<file path="config.mk">
export PLATFORM = sky130hd
export DESIGN_NAME = qualified_flow_pulse_counter
export DESIGN_NICKNAME = d
export VERILOG_FILES = /design/src/rtl/core/qfpc_pkg.sv /design/src/rtl/core/qfpc_div.sv /design/src/rtl/core/qfpc_dp.sv /design/src/rtl/core/qfpc_ctrl.sv /design/src/rtl/core/qualified_flow_pulse_counter.sv
export SDC_FILE = /design/constraint.sdc
export NUM_CORES = 2
export LEC_CHECK = 0
export ABC_AREA = 0
export BUFFER_PORTS_ARGS = -buffer_cell sky130_fd_sc_hd__buf_2
export CAP_MARGIN = 5
export CORE_MARGIN = 2
export CORE_UTILIZATION = 45
export CTS_CLUSTER_SIZE = 10
export DETAILED_ROUTE_END_ITERATION = 6
export SYNTH_ARGS = -nofsm -noshare
export SYNTH_HDL_FRONTEND = slang
export SYNTH_SLANG_ARGS = --single-unit
</file>
<file path="constraint.sdc">
create_clock -name clk -period 12.7 [get_ports clk]
set_input_delay 0.635 -clock clk [delete_from_list [all_inputs] [get_ports clk]]
set_output_delay 0.635 -clock clk [all_outputs]
set_load 0.01 [all_outputs]
</file>
<file path="src/rtl/core/qfpc_pkg.sv">
// Package for the qualified flow pulse counter: item and result types,
// controller/datapath command and status structs, register indexes and constants.
// Depends on nothing.
package qfpc_pkg;

    localparam int unsigned NUM_PORTS = 2;

    localparam int unsigned SEC_W  = 32;
    localparam int unsigned SS_W   = 15;
    localparam int unsigned MODE_W = 2;
    localparam int unsigned MINW_W = 16;
    localparam int unsigned CNT_W  = 32;

    // Configuration port.
    localparam int unsigned CFG_IDX_W  = 2;
    localparam int unsigned CFG_DATA_W = 16;

    localparam logic [CFG_IDX_W-1:0] REG_MODE_PORT0 = 2'd0;
    localparam logic [CFG_IDX_W-1:0] REG_MODE_PORT1 = 2'd1;
    localparam logic [CFG_IDX_W-1:0] REG_PRESCALER  = 2'd2;
    localparam logic [CFG_IDX_W-1:0] REG_MIN_WIDTH  = 2'd3;

    localparam logic [MODE_W-1:0] MODE_PWM_DIR = 2'd0;
    localparam logic [MODE_W-1:0] MODE_PWM     = 2'd1;
    localparam logic [MODE_W-1:0] MODE_FWD_REV = 2'd2;

    localparam logic [SS_W-1:0]   PRESCALER_RESET = 15'd255;
    localparam logic [MINW_W-1:0] MIN_WIDTH_RESET = 16'd50;

    // Pin codes in the item.
    localparam logic PIN_PWM = 1'b0;
    localparam logic PIN_DIR = 1'b1;

    // Subsecond conversion: numerator 1000 * (P - ss) fits in 25 bits,
    // the divisor P + 1 in 16 bits, and the quotient stays below 1000.
    localparam int unsigned MS_W  = 10;
    localparam int unsigned NUM_W = 25;
    localparam int unsigned DIV_W = 16;
    localparam int unsigned QUO_W = 10;
    localparam int unsigned STEP_W = 4;

    localparam logic [MS_W-1:0]  MS_PER_SEC     = 10'd1000;
    localparam logic [CNT_W-1:0] MS_PER_SEC_W32 = 32'd1000;

    typedef struct packed {
        logic [0:0]      port;
        logic            mode;
        logic            pwm_high;
        logic            dir_high;
        logic [SEC_W-1:0] time_seconds;
        logic [SS_W-1:0]  time_subseconds;
    } qfpc_in_t;

    typedef struct packed {
        logic [CNT_W-1:0] forward_count;
        logic [CNT_W-1:0] reverse_count;
        logic [CNT_W-1:0] pulse_width_ms;
        logic             save_request;
        logic             pulse_rejected;
    } qfpc_out_t;

    typedef struct packed {
        logic load_item;
        logic div_start;
        logic div_sel_start;
        logic cap_f_end;
        logic cap_f_start;
        logic calc_width;
        logic commit;
    } qfpc_cmd_t;

    typedef struct packed {
        logic need_width;
        logic div_done;
        logic out_free;
    } qfpc_sts_t;

endpackage

</file>
<file path="src/rtl/core/qfpc_div.sv">
// Iterative divider for the subsecond-to-millisecond conversion.
// Produces a ten-bit quotient, one bit per cycle. Depends on qfpc_pkg.
module qfpc_div
    import qfpc_pkg::*;
(
    input  logic             clk,
    input  logic             rst_n,
    input  logic             start,
    input  logic [NUM_W-1:0] numerator,
    input  logic [DIV_W-1:0] divisor,
    output logic             done,
    output logic [QUO_W-1:0] quotient
);

    logic [NUM_W-1:0]  rem_reg, rem_next;
    logic [NUM_W-1:0]  dsh_reg, dsh_next;
    logic [QUO_W-1:0]  quo_reg, quo_next;
    logic [STEP_W-1:0] step_reg, step_next;
    logic              busy_reg, busy_next;
    logic              done_reg, done_next;
    logic              fits;

    // The quotient is known to stay below 2^QUO_W, so the trial divisor
    // starts at divisor << (QUO_W-1) and halves every cycle.
    assign fits = (rem_reg >= dsh_reg);

    always_comb
    begin
        rem_next  = rem_reg;
        dsh_next  = dsh_reg;
        quo_next  = quo_reg;
        step_next = step_reg;
        busy_next = busy_reg;
        done_next = 1'b0;
        if (start)
        begin
            rem_next  = numerator;
            dsh_next  = {divisor, {(QUO_W-1){1'b0}}};
            quo_next  = '0;
            step_next = STEP_W'(QUO_W - 1);
            busy_next = 1'b1;
        end
        else if (busy_reg)
        begin
            if (fits)
            begin
                rem_next = rem_reg - dsh_reg;
            end
            quo_next = {quo_reg[QUO_W-2:0], fits};
            dsh_next = dsh_reg >> 1;
            if (step_reg == '0)
            begin
                busy_next = 1'b0;
                done_next = 1'b1;
            end
            else
            begin
                step_next = step_reg - STEP_W'(1);
            end
        end
    end

    always_ff @(posedge clk or negedge rst_n)
    begin
        if (!rst_n)
        begin
            busy_reg <= 1'b0;
            done_reg <= 1'b0;
            step_reg <= '0;
        end
        else
        begin
            busy_reg <= busy_next;
            done_reg <= done_next;
            step_reg <= step_next;
        end
    end

    always_ff @(posedge clk)
    begin
        rem_reg <= rem_next;
        dsh_reg <= dsh_next;
        quo_reg <= quo_next;
    end

    assign done     = done_reg;
    assign quotient = quo_reg;

endmodule

</file>
<file path="src/rtl/core/qfpc_dp.sv">
// Datapath of the qualified flow pulse counter: configuration registers,
// per-port pulse state and counters, width arithmetic and the result register.
// Depends on qfpc_pkg and qfpc_div.
module qfpc_dp
    import qfpc_pkg::*;
(
    input  logic                  clk,
    input  logic                  rst_n,
    input  qfpc_cmd_t             cmd,
    output qfpc_sts_t             sts,
    input  qfpc_in_t              ev_data,
    output qfpc_out_t             res_data,
    output logic                  res_valid,
    input  logic                  res_ready,
    input  logic                  cfg_we,
    input  logic [CFG_IDX_W-1:0]  cfg_index,
    input  logic [CFG_DATA_W-1:0] cfg_data
);

    // Configuration.
    logic [MODE_W-1:0] mode0_reg, mode1_reg;
    logic [SS_W-1:0]   presc_reg;
    logic [MINW_W-1:0] minw_reg;

    // Per-port state.
    logic             pwm_act_reg [NUM_PORTS];
    logic             dir_act_reg [NUM_PORTS];
    logic [SEC_W-1:0] pwm_s_reg   [NUM_PORTS];
    logic [SS_W-1:0]  pwm_ss_reg  [NUM_PORTS];
    logic [SEC_W-1:0] dir_s_reg   [NUM_PORTS];
    logic [SS_W-1:0]  dir_ss_reg  [NUM_PORTS];
    logic [CNT_W-1:0] fwd_reg     [NUM_PORTS];
    logic [CNT_W-1:0] rev_reg     [NUM_PORTS];
    logic [CNT_W-1:0] width_reg   [NUM_PORTS];

    qfpc_in_t         item_reg;
    logic [QUO_W-1:0] f_end_reg, f_start_reg;
    logic [CNT_W-1:0] w_reg;
    qfpc_out_t        res_reg;
    logic             res_valid_reg;

    logic [0:0]        p;
    logic              port_ok;
    logic [MODE_W-1:0] mm;
    logic              pwm_rise, pwm_fall, dir_rise, dir_fall;
    logic [SEC_W-1:0]  start_s;
    logic [SS_W-1:0]   start_ss;
    logic [SS_W-1:0]   ss_sel, ss_clamp;
    logic [NUM_W-1:0]  div_num;
    logic [DIV_W-1:0]  div_den;
    logic              div_done;
    logic [QUO_W-1:0]  div_quo;
    logic [CNT_W-1:0]  w_next;
    logic              qualified;
    logic              new_pwm_act, new_dir_act;
    logic [CNT_W-1:0]  new_fwd, new_rev, new_width;
    logic              save, rej;
    qfpc_out_t         res_next;

    assign p       = item_reg.port;
    assign port_ok = (32'(item_reg.port) < 32'(NUM_PORTS));
    assign mm      = (item_reg.port == 1'b1) ? mode1_reg : mode0_reg;

    always_comb
    begin
        pwm_rise = (item_reg.mode == PIN_PWM) && item_reg.pwm_high;
        pwm_fall = (item_reg.mode == PIN_PWM) && !item_reg.pwm_high && pwm_act_reg[p];
        dir_rise = (item_reg.mode == PIN_DIR) && (mm == MODE_FWD_REV) && item_reg.dir_high;
        dir_fall = (item_reg.mode == PIN_DIR) && (mm == MODE_FWD_REV)
                   && !item_reg.dir_high && dir_act_reg[p];
        start_s  = pwm_fall ? pwm_s_reg[p]  : dir_s_reg[p];
        start_ss = pwm_fall ? pwm_ss_reg[p] : dir_ss_reg[p];
    end

    // Subsecond to milliseconds: 1000 * (P - ss) / (P + 1), with ss clamped to at most P.
    assign ss_sel   = cmd.div_sel_start ? start_ss : item_reg.time_subseconds;
    assign ss_clamp = (ss_sel > presc_reg) ? presc_reg : ss_sel;
    assign div_num  = NUM_W'(MS_PER_SEC) * NUM_W'(presc_reg - ss_clamp);
    assign div_den  = DIV_W'(presc_reg) + DIV_W'(1);

    qfpc_div u_div (
        .clk       (clk),
        .rst_n     (rst_n),
        .start     (cmd.div_start),
        .numerator (div_num),
        .divisor   (div_den),
        .done      (div_done),
        .quotient  (div_quo)
    );

    assign w_next = (item_reg.time_seconds - start_s) * MS_PER_SEC_W32
                    + CNT_W'(f_end_reg) - CNT_W'(f_start_reg);

    assign qualified = (w_reg > CNT_W'(minw_reg));

    always_comb
    begin
        new_pwm_act = pwm_act_reg[p];
        new_dir_act = dir_act_reg[p];
        new_fwd     = fwd_reg[p];
        new_rev     = rev_reg[p];
        new_width   = width_reg[p];
        save        = 1'b0;
        rej         = 1'b0;
        if (pwm_rise || dir_rise)
        begin
            new_pwm_act = pwm_rise;
            new_dir_act = dir_rise;
        end
        else if (pwm_fall)
        begin
            new_pwm_act = 1'b0;
            new_dir_act = 1'b0;
            new_width   = w_reg;
            if (qualified)
            begin
                save = 1'b1;
                if (mm == MODE_PWM_DIR)
                begin
                    if (item_reg.dir_high)
                    begin
                        new_fwd = fwd_reg[p] + CNT_W'(1);
                    end
                    else if (fwd_reg[p] != '0)
                    begin
                        new_fwd = fwd_reg[p] - CNT_W'(1);
                    end
                    new_rev = '0;
                end
                else if (mm == MODE_PWM)
                begin
                    new_fwd = fwd_reg[p] + CNT_W'(1);
                    new_rev = '0;
                end
                else
                begin
                    new_fwd = fwd_reg[p] + CNT_W'(1);
                end
            end
            else
            begin
                rej = 1'b1;
            end
        end
        else if (dir_fall)
        begin
            save        = 1'b1;
            new_pwm_act = 1'b0;
            new_dir_act = 1'b0;
            new_width   = w_reg;
            if (qualified)
            begin
                new_rev = rev_reg[p] + CNT_W'(1);
            end
            else
            begin
                rej = 1'b1;
            end
        end

        // An item for a port that does not exist reports all zeros.
        if (port_ok)
        begin
            res_next.forward_count  = new_fwd;
            res_next.reverse_count  = new_rev;
            res_next.pulse_width_ms = new_width;
            res_next.save_request   = save;
            res_next.pulse_rejected = rej;
        end
        else
        begin
            res_next = '0;
        end
    end

    always_ff @(posedge clk or negedge rst_n)
    begin
        if (!rst_n)
        begin
            mode0_reg <= MODE_PWM_DIR;
            mode1_reg <= MODE_PWM_DIR;
            presc_reg <= PRESCALER_RESET;
            minw_reg  <= MIN_WIDTH_RESET;
        end
        else if (cfg_we)
        begin
            unique case (cfg_index)
                REG_MODE_PORT0: mode0_reg <= cfg_data[MODE_W-1:0];
                REG_MODE_PORT1: mode1_reg <= cfg_data[MODE_W-1:0];
                REG_PRESCALER:  presc_reg <= cfg_data[SS_W-1:0];
                REG_MIN_WIDTH:  minw_reg  <= cfg_data[MINW_W-1:0];
                default:        mode0_reg <= mode0_reg;
            endcase
        end
    end

    always_ff @(posedge clk or negedge rst_n)
    begin
        if (!rst_n)
        begin
            for (int i = 0; i < NUM_PORTS; i++)
            begin
                pwm_act_reg[i] <= 1'b0;
                dir_act_reg[i] <= 1'b0;
                pwm_s_reg[i]   <= '0;
                pwm_ss_reg[i]  <= '0;
                dir_s_reg[i]   <= '0;
                dir_ss_reg[i]  <= '0;
                fwd_reg[i]     <= '0;
                rev_reg[i]     <= '0;
                width_reg[i]   <= '0;
            end
        end
        else if (cmd.commit && port_ok)
        begin
            pwm_act_reg[p] <= new_pwm_act;
            dir_act_reg[p] <= new_dir_act;
            fwd_reg[p]     <= new_fwd;
            rev_reg[p]     <= new_rev;
            width_reg[p]   <= new_width;
            if (pwm_rise)
            begin
                pwm_s_reg[p]  <= item_reg.time_seconds;
                pwm_ss_reg[p] <= item_reg.time_subseconds;
            end
            if (dir_rise)
            begin
                dir_s_reg[p]  <= item_reg.time_seconds;
                dir_ss_reg[p] <= item_reg.time_subseconds;
            end
        end
    end

    always_ff @(posedge clk or negedge rst_n)
    begin
        if (!rst_n)
        begin
            res_valid_reg <= 1'b0;
        end
        else if (cmd.commit)
        begin
            res_valid_reg <= 1'b1;
        end
        else if (res_ready)
        begin
            res_valid_reg <= 1'b0;
        end
    end

    always_ff @(posedge clk)
    begin
        if (cmd.load_item)
        begin
            item_reg <= ev_data;
        end
        if (cmd.cap_f_end)
        begin
            f_end_reg <= div_quo;
        end
        if (cmd.cap_f_start)
        begin
            f_start_reg <= div_quo;
        end
        if (cmd.calc_width)
        begin
            w_reg <= w_next;
        end
        if (cmd.commit)
        begin
            res_reg <= res_next;
        end
    end

    assign sts.need_width = port_ok && (pwm_fall || dir_fall);
    assign sts.div_done   = div_done;
    assign sts.out_free   = !res_valid_reg || res_ready;

    assign res_data  = res_reg;
    assign res_valid = res_valid_reg;

endmodule

</file>
<file path="src/rtl/core/qfpc_ctrl.sv">
// Controller of the qualified flow pulse counter: sequences item capture,
// the two subsecond divisions, the width step and the commit. Depends on qfpc_pkg.
module qfpc_ctrl
    import qfpc_pkg::*;
(
    input  logic      clk,
    input  logic      rst_n,
    input  logic      ev_valid,
    output logic      ev_ready,
    input  qfpc_sts_t sts,
    output qfpc_cmd_t cmd
);

    localparam logic [2:0] S_IDLE      = 3'd0;
    localparam logic [2:0] S_DECIDE    = 3'd1;
    localparam logic [2:0] S_DIV_END   = 3'd2;
    localparam logic [2:0] S_DIV_START = 3'd3;
    localparam logic [2:0] S_WIDTH     = 3'd4;
    localparam logic [2:0] S_COMMIT    = 3'd5;

    logic [2:0] state_reg, state_next;

    always_comb
    begin
        state_next = state_reg;
        cmd        = '0;
        unique case (state_reg)
            S_IDLE:
            begin
                if (ev_valid)
                begin
                    cmd.load_item = 1'b1;
                    state_next    = S_DECIDE;
                end
            end
            S_DECIDE:
            begin
                if (sts.need_width)
                begin
                    cmd.div_start = 1'b1;
                    state_next    = S_DIV_END;
                end
                else
                begin
                    state_next = S_COMMIT;
                end
            end
            S_DIV_END:
            begin
                if (sts.div_done)
                begin
                    cmd.cap_f_end     = 1'b1;
                    cmd.div_start     = 1'b1;
                    cmd.div_sel_start = 1'b1;
                    state_next        = S_DIV_START;
                end
            end
            S_DIV_START:
            begin
                if (sts.div_done)
                begin
                    cmd.cap_f_start = 1'b1;
                    state_next      = S_WIDTH;
                end
            end
            S_WIDTH:
            begin
                cmd.calc_width = 1'b1;
                state_next     = S_COMMIT;
            end
            S_COMMIT:
            begin
                if (sts.out_free)
                begin
                    cmd.commit = 1'b1;
                    state_next = S_IDLE;
                end
            end
            default:
            begin
                state_next = S_IDLE;
            end
        endcase
    end

    always_ff @(posedge clk or negedge rst_n)
    begin
        if (!rst_n)
        begin
            state_reg <= S_IDLE;
        end
        else
        begin
            state_reg <= state_next;
        end
    end

    assign ev_ready = (state_reg == S_IDLE);

endmodule

</file>
<file path="src/rtl/core/qualified_flow_pulse_counter.sv">
// Top level of the qualified flow pulse counter for water-meter input ports.
// Joins the controller and the datapath. Depends on qfpc_pkg, qfpc_ctrl and qfpc_dp.
//
//   channel   handshake                    payload
//   event     ev_valid / ev_ready          ev_data   (qfpc_in_t)
//   result    res_valid / res_ready        res_data  (qfpc_out_t)
//   config    cfg_we                       cfg_index, cfg_data
//
// An item that ends an armed pulse goes through the states DIV_END, DIV_START and
// WIDTH: two ten-step divisions on the one shared divider, then the width step.
// Any other item goes from DECIDE straight to COMMIT. One item is in work
// at a time; the next item can be taken the cycle after the result is written.
// The result register holds a finished item while the next one is taken in;
// a further item waits in the commit step until the result has been taken.
// Reset clears configuration to its defaults and all per-port state at once.
module qualified_flow_pulse_counter
    import qfpc_pkg::*;
(
    input  logic                  clk,
    input  logic                  rst_n,
    input  logic                  ev_valid,
    output logic                  ev_ready,
    input  qfpc_in_t              ev_data,
    output logic                  res_valid,
    input  logic                  res_ready,
    output qfpc_out_t             res_data,
    input  logic                  cfg_we,
    input  logic [CFG_IDX_W-1:0]  cfg_index,
    input  logic [CFG_DATA_W-1:0] cfg_data
);

    qfpc_cmd_t cmd;
    qfpc_sts_t sts;

    qfpc_ctrl u_ctrl (
        .clk      (clk),
        .rst_n    (rst_n),
        .ev_valid (ev_valid),
        .ev_ready (ev_ready),
        .sts      (sts),
        .cmd      (cmd)
    );

    qfpc_dp u_dp (
        .clk       (clk),
        .rst_n     (rst_n),
        .cmd       (cmd),
        .sts       (sts),
        .ev_data   (ev_data),
        .res_data  (res_data),
        .res_valid (res_valid),
        .res_ready (res_ready),
        .cfg_we    (cfg_we),
        .cfg_index (cfg_index),
        .cfg_data  (cfg_data)
    );

endmodule

</file>
==> results.md <==
- Status: finished clean
- FP Rows: 111
- Final Wtd Congestion: 0.868
- Number of fillers in the final layout: 8,326
- Top post-synthesis cells by area: dfrtp_1 24%, edfxtp_1 17%, fa_1 7.3%, mux2_2 7.2%, ha_1 7.1%
- Number of synthesized flops with an enable pin: 236
- Largest net degree at the start of global routing: 117
- TritonCTS Buffers: 82
- Reg2Reg Setup Slack: 1.77 ns
- Unrepaired setup endpoints after global routing: no
- Postcts setup bufs: 0
- Tmin final: 10.93 ns
- Max-cap violations: 0
- Register area: 18,000 sq um
- DRC errors left: 0
- Core region area: 91,500 sq um
- Initial antenna violation count: 9
- Synth-to-layout area growth: 11.3%
- Detailed Place HPWL: 67,800 um
- Die area: 94,700 sq um
- Port bufs: 170
- H-tree Lvls: 3
- CP max FO: 17
- Seq/Total Area, Yosys: 0.433
- Via/cell ratio: 5.40
- Die extent in y: 308 um
- Number of synthesized register bits: 675
- Layout Nets: 4,495
- Synthesized cell area: 41,500 sq um
- Ratio of cells with drive above 1 in the final layout: 0.167
- DP Area: 43,700 sq um
- Post-synth top area share: 0.245
- Synthesized net count: 4,329
- Most frequent CP cell: a21oi_1
- Drt pass-1 iters: 5
- Yosys cell types: 83
- Sink Count: 675
- FMAX: 0.0915 GHz
- I/O pin count: 174
- Crit-path max cell delay: 0.55 ns
- Max-slew violations: 0
- Family with the most delay on the worst path: compound AO/OA/AOI/OAI gates
- Post-Route WL: 96,600 um
- Setup_tns: 0 ns
- GRT Util Overall: 0.207
- Antenna-violating nets left: 0
- WP buf/inv: 7
- Synth area leader: dfrtp_1
- Worst reg2reg endpoint: u_dp.u_div.rem_reg[24]$_DFFE_PP_
- Fin area: 46,200 sq um
- Required @ worst endpoint: 13.04 ns
- CP startpoint kind: flip-flop
- Effective utilization at floorplan: 0.454
- Ys async rst share: 0.618
- Die X: 308 um
- Arr. time, crit path: 11.27 ns
- Yosys Warn Count: 0
- Path length in cells of the critical path: 45
- Drt wl/cell: 18.3 um
- First-pass GRT wire length: 155,000 um
- Final Hold Viols: 0
- Slowest-stage cell, CP: fa_1
- Worst reg2reg path depth: 45
- Max FFs per register: 98
- Element type at the critical path end: flip-flop
- Clk_lat worst skew: 0.64 ns
- CP Class: reg -> reg
- Clock Path Buffers: 3
- Rel. slew slack: 0.226
- Gate Count Post-Synth: 3,866
- CTS tree: built
- Synth Flop Type: dfrtp_1
- Mean post-synth cell area: 10.7 sq um
- Final Setup Violations: 0
- Vias in the first global route: 28,370
- R2r startpoint: u_ctrl.state_reg[1]$_DFFE_PN0P_
- Type of the most critical hold path: in -> async
- Worst-Margin Slew: 1.15 ns
- Congestion Overflow GR: 0
- # hold bufs at CTS: 0
- Finished Core Util: 0.505
- Register clock-pin slew on the reported worst setup and hold paths: 0.06 ns
- 1st-iter DRT viols: 1,596
- Area of the multi-input gates: 21,500 sq um
- Root Buffer: clkbuf_16
- Final period util: 0.861
- Post_cts resized: 0
- Vias after detailed routing: 28,576
- Clk_skew: 0.0177 ns
==> area by class of cell <==
class                      instances  share of cell area
multi-input combinational       2638               0.466
clock inverter                    14             0.00238
clock buffer                     138              0.0510
antenna                            2            0.000108
sequential                       675               0.389
timing repair buffer             208              0.0251
inverter                         427              0.0347
tap                             1186              0.0321
==> stage by stage <==
stage / hold WS [ns] / cells / worst slack, ns
after floorplan: 0.339 / 3866 / 1.03
after global placement: 0.446 / 5134 / 1.87
after detailed placement: 0.456 / 5134 / 1.80
after CTS: 0.0653 / 5286 / 1.80
after global routing: 0.108 / 5287 / 0.928
final: 0.0526 / 5288 / 1.77
==> placed cells by master (no fill, tap or decap), types with 44 or more instances in the layout <==
master / instances
a21o_1: 70
a21oi_1: 197
buf_2: 169
clkbuf_1: 49
clkbuf_16: 84
dfrtp_1: 406
edfxtp_1: 236
fa_1: 152
ha_1: 237
inv_1: 427
mux2_2: 267
mux2i_1: 99
mux4_2: 44
nand2_1: 478
nand3_1: 63
nor2_1: 147
nor3_1: 49
o21ai_0: 170
xnor2_1: 124
xor2_1: 72
==> routing by layer <==
layer  vias up  GRT usage  share of wire
li1      13781          -              -
met1     14143      0.289           0.47
met2       519      0.336           0.47
met3       131     0.0270          0.041
met4         2     0.0611          0.024
met5         -          0        0.00012
==> kinds of logic after synthesis <==
family	Yosys count	synth area share
multiplexers	412	0.121
AO/OA/AOI/OAI	688	0.104
flip-flops	675	0.433
AND/OR/NAND/NOR	951	0.104
XOR/XNOR	198	0.0424
adder cells (fa/ha/maj)	389	0.145
buffers and inverters	553	0.0513
==> Yosys cell counts, types with 26 or more instances <==
cell / number
a21o_1: 70
a21oi_1: 199
clkbuf_1: 90
dfrtp_1: 406
edfxtp_1: 236
fa_1: 152
ha_1: 237
inv_1: 427
mux2_2: 267
mux2i_1: 99
mux4_2: 44
nand2_1: 480
nand2b_1: 27
nand3_1: 63
nor2_1: 154
nor2b_1: 43
nor3_1: 51
o21a_1: 26
o21ai_0: 171
o31ai_1: 43
xnor2_1: 124
xor2_1: 72
==> how the worst max path moves through the flow <==
stage | start | end | slack, ns
3_3_place_gp | u_dp.p$_DFFE_PP_ | u_dp.u_div.rem_reg[24]$_DFFE_PP_ | 1.87
6_report | u_ctrl.state_reg[1]$_DFFE_PN0P_ | u_dp.u_div.rem_reg[24]$_DFFE_PP_ | 1.77
2_1_floorplan | u_dp.p$_DFFE_PP_ | u_dp.u_div.rem_reg[24]$_DFFE_PP_ | 1.03
3_5_place_dp | u_ctrl.state_reg[2]$_DFFE_PN0P_ | u_dp.u_div.rem_reg[24]$_DFFE_PP_ | 1.80
5_1_grt | u_ctrl.state_reg[2]$_DFFE_PN0P_ | u_dp.u_div.rem_reg[24]$_DFFE_PP_ | 0.93
4_1_cts | u_ctrl.state_reg[1]$_DFFE_PN0P_ | u_dp.u_div.rem_reg[24]$_DFFE_PP_ | 1.80
Power is left out: the tool's default activity adds up to more than one toggle a clock period on the data nets, which glitch-free logic cannot reach.
